$ cat config.mk
export PLATFORM = sky130hd
export DESIGN_NAME = console_line_editor
export DESIGN_NICKNAME = d
export VERILOG_FILES = /design/src/rtl/core/cle_pkg.sv /design/src/rtl/core/cle_line_ram.sv /design/src/rtl/core/cle_ctrl.sv /design/src/rtl/core/console_line_editor.sv
export SDC_FILE = /design/constraint.sdc
export NUM_CORES = 1
export LEC_CHECK = 0
export ABC_CLOCK_PERIOD_IN_PS = 8200
export BUFFER_PORTS_ARGS = -buffer_cell sky130_fd_sc_hd__buf_2
export CORE_MARGIN = 2
export CORE_UTILIZATION = 60
export DETAILED_ROUTE_END_ITERATION = 6
export PLACE_DENSITY_LB_ADDON = 0.2
export SYNTH_ARGS = -nofsm -noshare
export SYNTH_HDL_FRONTEND = slang
export SYNTH_SLANG_ARGS = --single-unit
export TNS_END_PERCENT = 1
$ cat constraint.sdc
create_clock -name clk -period 8.2 [get_ports clk]
set_clock_uncertainty 0.15 [all_clocks]
set_input_delay 0.82 -clock clk [delete_from_list [all_inputs] [get_ports clk]]
set_output_delay 0.82 -clock clk [all_outputs]
set_load 0.01 [all_outputs]
$ cat src/rtl/core/cle_pkg.sv
`default_nettype none

package cle_pkg;

    // Line store geometry
    localparam int LINE_DEPTH = 32;
    localparam int ADDR_W     = (LINE_DEPTH > 1) ? $clog2(LINE_DEPTH) : 1;
    // A line holds at most LINE_DEPTH-1 bytes, so the count fits the address width
    localparam int CNT_W      = ADDR_W;
    localparam int LEN_W      = 5;

    // Terminal characters
    localparam logic [7:0] CH_NUL = 8'd0;
    localparam logic [7:0] CH_BEL = 8'd7;
    localparam logic [7:0] CH_BS  = 8'd8;
    localparam logic [7:0] CH_LF  = 8'd10;
    localparam logic [7:0] CH_CR  = 8'd13;
    localparam logic [7:0] CH_SP  = 8'd32;
    localparam logic [7:0] CH_DEL = 8'd127;

    // Result kinds
    typedef enum logic [1:0] {
        KIND_ECHO = 2'd0,
        KIND_LINE = 2'd1,
        KIND_END  = 2'd2
    } kind_t;

    // One result transaction
    typedef struct packed {
        kind_t             kind;
        logic [7:0]        data_byte;
        logic [LEN_W-1:0]  line_length;
        logic              last;
    } result_t;

    // Line count masked to the length field
    function automatic logic [LEN_W-1:0] len_field(input logic [CNT_W-1:0] cnt);
        logic [31:0] wide;
        wide = 32'(cnt);
        return wide[LEN_W-1:0];
    endfunction

endpackage

`default_nettype wire

$ cat src/rtl/core/cle_line_ram.sv
`default_nettype none

module cle_line_ram (
    input  wire logic                       clk,
    input  wire logic                       we,
    input  wire logic [cle_pkg::ADDR_W-1:0] waddr,
    input  wire logic [7:0]                 wdata,
    input  wire logic                       re,
    input  wire logic [cle_pkg::ADDR_W-1:0] raddr,
    output logic      [7:0]                 rdata
);
    import cle_pkg::*;

    logic [7:0] mem [LINE_DEPTH];

    // Write port
    always_ff @(posedge clk)
    begin
        if (we)
        begin
            mem[waddr] <= wdata;
        end
    end

    // Registered read port, holds its data between reads
    always_ff @(posedge clk)
    begin
        if (re)
        begin
            rdata <= mem[raddr];
        end
    end

endmodule

`default_nettype wire

$ cat src/rtl/core/cle_ctrl.sv
`default_nettype none

module cle_ctrl (
    input  wire logic                       clk,
    input  wire logic                       rst_n,
    // configuration
    input  wire logic                       cfg_write,
    input  wire logic                       cfg_data,
    // input channel
    input  wire logic                       in_valid,
    output logic                            in_stall,
    input  wire logic [7:0]                 rx_byte,
    // result toward the output register
    output logic                            res_valid,
    input  wire logic                       res_take,
    output cle_pkg::result_t                res,
    // line store ports
    output logic                            ram_we,
    output logic      [cle_pkg::ADDR_W-1:0] ram_waddr,
    output logic      [7:0]                 ram_wdata,
    output logic                            ram_re,
    output logic      [cle_pkg::ADDR_W-1:0] ram_raddr,
    input  wire logic [7:0]                 ram_rdata
);
    import cle_pkg::*;

    typedef enum logic [2:0] {
        S_IDLE,
        S_ECHO,
        S_RDREQ,
        S_RDOUT,
        S_END
    } state_t;

    typedef enum logic [1:0] {
        OP_CR,
        OP_ERASE,
        OP_STORE,
        OP_FULL
    } op_t;

    state_t           state_reg, state_next;
    op_t              op_reg, op_next;
    logic [7:0]       char_reg, char_next;
    logic [1:0]       echo_idx_reg, echo_idx_next;
    logic [CNT_W-1:0] count_reg, count_next;
    logic [CNT_W-1:0] rd_idx_reg, rd_idx_next;
    logic             echo_enable_reg, echo_enable_next;

    logic             accept;
    logic             is_cr, is_erase, is_ign, fits;
    logic             echo_last;
    logic             fire;
    logic [7:0]       echo_byte;

    assign in_stall = (state_reg != S_IDLE);
    assign accept   = in_valid && (state_reg == S_IDLE);
    assign fire     = res_valid && res_take;

    // Input byte decode
    assign is_cr    = (rx_byte == CH_CR);
    assign is_erase = (rx_byte == CH_BS) || (rx_byte == CH_DEL);
    assign is_ign   = (rx_byte == CH_LF) || (rx_byte == CH_NUL);
    assign fits     = ((CNT_W + 1)'(count_reg) + (CNT_W + 1)'(1))
                      < (CNT_W + 1)'(LINE_DEPTH);

    // Echo script per operation
    always_comb
    begin
        echo_byte = char_reg;
        echo_last = 1'b1;
        case (op_reg)
            OP_CR:
            begin
                echo_byte = (echo_idx_reg == 2'd0) ? CH_CR : CH_LF;
                echo_last = 1'b0;
            end
            OP_ERASE:
            begin
                echo_byte = (echo_idx_reg == 2'd1) ? CH_SP : CH_BS;
                echo_last = (echo_idx_reg == 2'd2);
            end
            OP_STORE:
            begin
                echo_byte = char_reg;
            end
            OP_FULL:
            begin
                echo_byte = CH_BEL;
            end
            default:
            begin
                echo_byte = char_reg;
            end
        endcase
    end

    // Result selection
    always_comb
    begin
        res_valid       = 1'b0;
        res.kind        = KIND_ECHO;
        res.data_byte   = 8'd0;
        res.line_length = '0;
        res.last        = 1'b0;
        case (state_reg)
            S_ECHO:
            begin
                res_valid     = 1'b1;
                res.data_byte = echo_byte;
                res.last      = echo_last;
            end
            S_RDOUT:
            begin
                res_valid     = 1'b1;
                res.kind      = KIND_LINE;
                res.data_byte = ram_rdata;
            end
            S_END:
            begin
                res_valid       = 1'b1;
                res.kind        = KIND_END;
                res.line_length = len_field(count_reg);
                res.last        = 1'b1;
            end
            default:
            begin
                res_valid = 1'b0;
            end
        endcase
    end

    // Line store access: writes only on accept, reads only in readout
    assign ram_we    = accept && !is_cr && !is_erase && !is_ign && fits;
    assign ram_waddr = count_reg;
    assign ram_wdata = rx_byte;
    assign ram_re    = (state_reg == S_RDREQ);
    assign ram_raddr = rd_idx_reg;

    // Next-state logic
    always_comb
    begin
        state_next       = state_reg;
        op_next          = op_reg;
        char_next        = char_reg;
        echo_idx_next    = echo_idx_reg;
        count_next       = count_reg;
        rd_idx_next      = rd_idx_reg;
        echo_enable_next = cfg_write ? cfg_data : echo_enable_reg;

        case (state_reg)
            S_IDLE:
            begin
                if (accept)
                begin
                    char_next     = rx_byte;
                    echo_idx_next = 2'd0;
                    rd_idx_next   = '0;
                    if (is_cr)
                    begin
                        op_next = OP_CR;
                        if (echo_enable_reg)
                        begin
                            state_next = S_ECHO;
                        end
                        else if (count_reg != '0)
                        begin
                            state_next = S_RDREQ;
                        end
                        else
                        begin
                            state_next = S_END;
                        end
                    end
                    else if (is_erase)
                    begin
                        op_next = OP_ERASE;
                        if (count_reg != '0)
                        begin
                            count_next = count_reg - CNT_W'(1);
                            if (echo_enable_reg)
                            begin
                                state_next = S_ECHO;
                            end
                        end
                    end
                    else if (!is_ign)
                    begin
                        if (fits)
                        begin
                            op_next    = OP_STORE;
                            count_next = count_reg + CNT_W'(1);
                        end
                        else
                        begin
                            op_next = OP_FULL;
                        end
                        if (echo_enable_reg)
                        begin
                            state_next = S_ECHO;
                        end
                    end
                end
            end
            S_ECHO:
            begin
                if (fire)
                begin
                    echo_idx_next = echo_idx_reg + 2'd1;
                    if (echo_last)
                    begin
                        state_next = S_IDLE;
                    end
                    else if (op_reg == OP_CR && echo_idx_reg == 2'd1)
                    begin
                        state_next = (count_reg != '0) ? S_RDREQ : S_END;
                    end
                end
            end
            S_RDREQ:
            begin
                state_next = S_RDOUT;
            end
            S_RDOUT:
            begin
                if (fire)
                begin
                    rd_idx_next = rd_idx_reg + CNT_W'(1);
                    if (rd_idx_reg == count_reg - CNT_W'(1))
                    begin
                        state_next = S_END;
                    end
                    else
                    begin
                        state_next = S_RDREQ;
                    end
                end
            end
            S_END:
            begin
                if (fire)
                begin
                    count_next = '0;
                    state_next = S_IDLE;
                end
            end
            default:
            begin
                state_next = S_IDLE;
            end
        endcase
    end

    // State and control registers
    always_ff @(posedge clk or negedge rst_n)
    begin
        if (!rst_n)
        begin
            state_reg       <= S_IDLE;
            op_reg          <= OP_STORE;
            char_reg        <= 8'd0;
            echo_idx_reg    <= 2'd0;
            count_reg       <= '0;
            rd_idx_reg      <= '0;
            echo_enable_reg <= 1'b0;
        end
        else
        begin
            state_reg       <= state_next;
            op_reg          <= op_next;
            char_reg        <= char_next;
            echo_idx_reg    <= echo_idx_next;
            count_reg       <= count_next;
            rd_idx_reg      <= rd_idx_next;
            echo_enable_reg <= echo_enable_next;
        end
    end

endmodule

`default_nettype wire

$ cat src/rtl/core/console_line_editor.sv
// Console line editor.
// Input channel: in_valid / in_stall with rx_byte, one received terminal byte per
// transaction. Output channel: out_valid / out_stall with kind, data_byte,
// line_length and last; last marks the final result of an input byte.
// Configuration: cfg_write strobes cfg_data into the echo enable register.
// Other bytes are written to a line RAM (one write, one read port) while the line
// has room; CR reads the line back out, BS/DEL drop the last byte, LF and NUL are ignored.
// Timing: a byte is accepted only while the editor is idle; the editor then stays
// busy until its echo results are taken, and a CR also reads the line back: each
// line byte costs a RAM read request state and a data state because the RAM
// read port is registered.
// The first result is decoded from the registered controller state.
// Results pass through an output register: a stalled result holds, and the
// editor waits on it but still accepts a new byte once idle.
// Reset clears the line count, the echo enable and the output valid; the
// line RAM is not cleared since only bytes below the count are ever read.
`default_nettype none

module console_line_editor (
    input  wire logic                       clk,
    input  wire logic                       rst_n,
    input  wire logic                       cfg_write,
    input  wire logic                       cfg_data,
    input  wire logic                       in_valid,
    output logic                            in_stall,
    input  wire logic [7:0]                 rx_byte,
    output logic                            out_valid,
    input  wire logic                       out_stall,
    output logic      [1:0]                 kind,
    output logic      [7:0]                 data_byte,
    output logic      [cle_pkg::LEN_W-1:0]  line_length,
    output logic                            last
);
    import cle_pkg::*;

    result_t           res;
    result_t           out_reg;
    logic              out_valid_reg;
    logic              res_valid;
    logic              res_take;
    logic              ram_we, ram_re;
    logic [ADDR_W-1:0] ram_waddr, ram_raddr;
    logic [7:0]        ram_wdata, ram_rdata;

    // Output register may load when empty or being taken this cycle
    assign res_take = !out_valid_reg || !out_stall;

    cle_ctrl u_ctrl (
        .clk       (clk),
        .rst_n     (rst_n),
        .cfg_write (cfg_write),
        .cfg_data  (cfg_data),
        .in_valid  (in_valid),
        .in_stall  (in_stall),
        .rx_byte   (rx_byte),
        .res_valid (res_valid),
        .res_take  (res_take),
        .res       (res),
        .ram_we    (ram_we),
        .ram_waddr (ram_waddr),
        .ram_wdata (ram_wdata),
        .ram_re    (ram_re),
        .ram_raddr (ram_raddr),
        .ram_rdata (ram_rdata)
    );

    cle_line_ram u_ram (
        .clk   (clk),
        .we    (ram_we),
        .waddr (ram_waddr),
        .wdata (ram_wdata),
        .re    (ram_re),
        .raddr (ram_raddr),
        .rdata (ram_rdata)
    );

    // Output valid
    always_ff @(posedge clk or negedge rst_n)
    begin
        if (!rst_n)
        begin
            out_valid_reg <= 1'b0;
        end
        else if (res_take)
        begin
            out_valid_reg <= res_valid;
        end
    end

    // Output payload
    always_ff @(posedge clk)
    begin
        if (res_take && res_valid)
        begin
            out_reg <= res;
        end
    end

    assign out_valid   = out_valid_reg;
    assign kind        = out_reg.kind;
    assign data_byte   = out_reg.data_byte;
    assign line_length = out_reg.line_length;
    assign last        = out_reg.last;

endmodule

`default_nettype wire
# Yosys cells after proc, flatten, opt, wreduce, memory -nomap -nowiden
# Memories as Yosys holds them, arrays and structs flattened. A register that Yosys moved wholly into a read port is not among the register bits.
# Cells that the tools add are included.
# word_totals
ff_bits	43
mem_bits_rw	256
inputBits	14
out_inout_bits	18
word_cells	119
mem_count	1
# mem_list
memory	depth	word_bits	read_ports	rd_ports_with_merged_regs	wr	line_no	text
u_ram.mem	32	8	1	1	1	cle_line_ram.sv:14	logic [7:0] mem [LINE_DEPTH];
# classes
add_sub_neg	5
order_cmp	1
eq_ne	26
mux	43
reduce_logical	31
# op_table
op	n
$mux W3	15
$mux W5	9
$pmux W8 S4	1
$eq A8 B4 Y1 const B	3
$pmux W5 S2	2
$pmux W8 S2	1
$pmux W3 S5	1
$reduce_and A7 Y1	2
$add A5 B1 Y5 const B	2
$mux W2	5
$ne A3 B1 Y1 const B	3
$reduce_and A3 Y1	3
$eq A8 B7 Y1 const B	1
$logic_not A8 Y1	1
$ne A2 B1 Y1 const B	4
$pmux W2 S2	2
$logic_and A1 B1 Y1	7
$add A5 B1 Y6 const B	1
$eq A2 B2 Y1 const B	3
$eq A3 B2 Y1 const B	2
$lt A6 B6 Y1 const B	1
$mux W6	1
$reduce_bool A2 Y1	3
$eq A5 B5 Y1	1
other kinds (20)	32

# Depth between registers and ports, before layout
# logic_depth
ltp_word	8
depth_mapped	9
ltp_nobuf	8

# Cells and area by module
# From an unflattened synthesis, not the netlist that was laid out.
# unflattened
cells_unflattened	677
area_unflattened_um2	12609.6
# modules_own_cells
mod	instances	cells_each	area_each_um2	seq_area_each_um2
cle_line_ram	1	417	10133.5	7927.6
cle_ctrl	1	240	1948.1	651.9
console_line_editor	1	20	528.0	505.5

# Least setup slack after synthesis
# Ideal clock, no wire load.
# synth_timing
path_kind	input to register
startpoint	input port in_valid
endpoint	memory u_ram.mem[10][0] (enable)
setup_time_ns	0.370
t_arrival_ns	2.460
required_time_ns	7.680
setup_slack_ns	5.220
path_stages	7
path_buffers	1
cell_sequence	or4b_1 > buf_2 > a31oi_2 > o211ai_1 > nor2_4 > nand2_2 > nor2_1
# synth_via
elab_chain_len	7
# synth_rtl
item	line_no	text
start: declaration	console_line_editor.sv:24	input wire logic in_valid,
$logic_and A1 B1 Y1	cle_ctrl.sv:57	assign accept = in_valid && (state_reg == S_IDLE);
$logic_and A1 B1 Y1 (4 in series)	cle_ctrl.sv:134	assign ram_we = accept && !is_cr && !is_erase && !is_ign && fits;
$mux W1	cle_line_ram.sv:19	if (we)
$mux W1 (implied by the code)	cle_line_ram.sv:21	mem[waddr] <= wdata;
end: declaration	cle_line_ram.sv:14	
# Every way passes these cells.

# Final worst setup path
# layout_timing
startpoint	register u_ctrl.state_reg[1]
endpoint	memory u_ram.mem[14][1] (enable)
# layout_via
elab_chain_len	8
# layout_rtl
item	line_no	text
start: declaration	cle_ctrl.sv:42	state_t state_reg, state_next;
start signal: assignment	cle_ctrl.sv:269	state_reg <= state_next;
$logic_not A3 Y1	cle_ctrl.sv:57	
$logic_and A1 B1 Y1	cle_ctrl.sv:57	
$logic_and A1 B1 Y1 (4 in series)	cle_ctrl.sv:134	
$mux W1	cle_line_ram.sv:19	
$mux W1 (implied by the code)	cle_line_ram.sv:21	
# Every way passes these cells.

==> summary.md <==
| Metric | Value |
|---|---|
| Max reg flops | `256` |
| Largest Register | `u_ram.mem` |
| Resize count post-CTS | `0` |
| Avg Inst Size Synth | `18.4 um^2` |
| Reg2reg start | `u_ctrl.state_reg[1]` |
| First-pass GRT wire length | `39.9 mm` |
| Power Dens Cells | `~270 nW/um^2` |
| Slowest CP cell | `or4b_1` |
| FF-to-FF End | `u_ram.mem[14][1]` |
| Die H | `149 um` |
| Initial antenna violation count | `0` |
| CP bufs+invs | `0` |
| Commonest register cell after synthesis | `edfxtp_1` |
| Crit. path cell count | `6` |
| Initial Utilization | `60.7%` |
| Total GRT Usage | `24.8%` |
| Status | `finished, final reports clean` |
| Crit path arrival time | `3.68 ns` |
| Num CTS Buffers | `31` |
| Die X | `149 um` |
| Antenna-violating nets left | `0` |
| RSZ-0062 raised after global routing | `no` |
| Power Total | `about 3700 uW` |
| Worst Hold Class | `input port to async pin` |
| Crit. Startpoint | `u_ctrl.state_reg[1]` |
| Cells after Synth | `689` |
| Largest net degree at the start of global routing | `slightly below 70` |
| Via/cell ratio | `6.39` |
| Clock period minus worst slack | `3.66 ns` |
| Cell variety after synth | `55` |
| Layout net count | `746` |
| Fin crit share | `44.6%` |
| Setup violators final | `0` |
| Setup TNS | `0 ns` |
| Routed WL | `~27 mm` |
| Root Driver | `clkbuf_16` |
| Vias in the first global route | `around 6,500` |
| Static leakage | `roughly 0.0045 uW` |
| Clock sinks | `roughly 300` |
| Crit path kind | `flop to flop` |
| Drt first-iter violations | `about 800` |
| DRT Pass-1 Iters | `5` |
| Clock Latency Late Sink | `between 0.5 and 0.6 ns` |
| Final hold viol count | `0` |
| Bufs on Longest Clock Path | `3` |
| Grt total ovfl | `0` |
| Post-Place Cell Area | `13,000 um^2` |
| Max Fclk | `273 MHz` |
| P&R area growth vs syn | `9.93%` |
| Worst path top cell family by delay | `simple AND/OR/NAND/NOR gates` |
| CP Cell Sequence | `or4b_1 -> a31oi_2 -> o211ai_1 -> nor2_4 -> nand2_2 -> nor2_1` |
| Number of input and output port buffers inserted | `31` |
| Max-Cap Viols | `0` |
| Max incr delay on CP | `between 0.8 and 0.9 ns` |
| Core area | `20,800 um^2` |
| Number of flops mapped to enable cells by yosys | `280` |
| R2r worst-path depth | `6` |
| Register-to-Register Setup Slack | `between 4 and 5 ns` |
| Register area share after synthesis | `71.8%` |
| Post-CTS Setup Inserts | `0` |
| Ant. Diodes | `0` |
| Worst-Margin Slew | `1.13 ns` |
| Flops & latches, synth | `307` |
| Crit end category | `flop` |
| Startpoint types | `flop` |
| Gpl congestion | `0.849` |
| Synth async-reset ratio | `under 10%` |
| Row count | `53` |
| Syn nets | `711` |
| Top-Level Pins | `32` |
| CTS tree | `built` |
| Layout cells sized above 1 | `between 20% and 30%` |
| Max Slew Vio Count | `0` |
| Total number of vias | `between 6,000 and 7,000` |
| Rel. slew slack | `25.0%` |
| Critical Path RT | `8.22 ns` |
| Syn. warnings | `0` |
| Worst IR drop on VDD | `~0.24 mV` |
| Number of hold buffers added after cts | `0` |
| Dpl hpwl | `~16 mm` |
| DR WL/cell | `26.0 um` |
| Die area | `22,300 um^2` |
| CTS H-Tree Depth | `1` |
| Fin area | `13,900 um^2` |
| Mapped cell area | `12,600 um^2` |
| Crit-path max FO | `25` |
| Worst-path clk slew | `0.06 ns` |
| DRC | `0` |
kinds of logic (layout without fill, tap and decap cells):
kind of cell	after synthesis	count (layout)	share of synthesized area [%]
AO/OA/AOI/OAI	62	62	3.08
flip-flops	307	307	71.8
XOR/XNOR	13	13	0.900
AND/OR/NAND/NOR	161	161	5.99
multiplexers	91	91	15.5
buffers and inverters	47	102	1.89
adder cells (fa/ha/maj)	8	8	0.791
final cells by class:
class                      count  area [um^2]
clock buffer                  35          791
sequential                   307         9090
clock inverter                18          110
inverter                      12         45.0
tap                          275          344
timing repair buffer          37          200
fill                        1370         6920
multi-input combinational    335         3320
layout by cell type, fill, tap and decap left out, drive strengths merged, types with 6 or more instances in the layout:
master and count:
nor3 9, nand2 46, mux4 80, dfrtp 26
mux2 8, o21ai 15, a21oi 21, nand3 11
edfxtp 280, ha 8, clkbuf 35, and3 6
clkinv 17, buf 37, xnor2 8, nor2 64
inv 12
worst max-delay path by stage:
| stage | to |
|---|---|
| after CTS | u_ram.mem[13][1] |
| final | u_ram.mem[14][1] |
| after global routing | u_ram.mem[14][1] |
| after detailed placement | u_ram.mem[13][4] |
| after global placement | u_ram.mem[14][4] |
| after floorplan | u_ram.mem[10][0] |
power by group:
group / switching, uW / total (uW) / internal [uW]
logic: 339 / 514 / 175
clock network: 552 / 1270 / 715
registers: 78.7 / 1930 / 1850
total: 969 / 3710 / 2740
routing by layer:
metal	routed length, um	vias up	track usage [%]
met5	0	-	0
met2	13500	335	42.1
met3	1990	55	3.73
met1	10100	3299	33.7
met4	830	0	8.24
li1	-	2825	-
worst register-to-register path: cells and delay by family (launching register included):
family          cells  cell delay (ns)
compound gates      2             0.57
flops               1             0.65
simple gates        4             1.90
cells in the mapped netlist, drive strengths merged (2+ instances only):
master | number | share of area, %
edfxtp | 280 | 66
mux4 | 80 | 15
nor2 | 64 | 2.0
nand2 | 46 | 1.4
dfrtp | 26 | 5.1
a21oi | 21 | 0.83
clkbuf | 20 | 0.59
buf | 15 | 0.94
o21ai | 15 | 0.59
inv | 11 | 0.33
nand3 | 11 | 0.44
nor3 | 9 | 0.36
ha | 8 | 0.79
mux2 | 8 | 0.71
xnor2 | 8 | 0.55
and3 | 6 | 0.30
a31oi | 5 | 0.30
and2 | 5 | 0.25
nand4 | 5 | 0.25
xor2 | 5 | 0.35
or3 | 4 | 0.20
mux2i | 3 | 0.24
nor2b | 3 | 0.15
a41oi | 2 | 0.14
and4 | 2 | 0.14
nand2b | 2 | 0.099
nor4 | 2 | 0.22
o211ai | 2 | 0.12
o22ai | 2 | 0.099
o311ai | 2 | 0.14
o32ai | 2 | 0.14
per-stage QoR:
stage,hold slack (ns),cells,setup slack [ns],util (%)
6_report,0.134,1019,4.54,66.8
5_1_grt,0.193,1019,4.32,66.8
4_1_cts,0.138,1019,4.55,66.8
3_5_place_dp,0.318,966,4.36,62.4
3_3_place_gp,0.312,966,4.56,62.4
2_1_floorplan,0.288,689,5.22,-
Note: power is estimated with default switching activity, not from simulation.
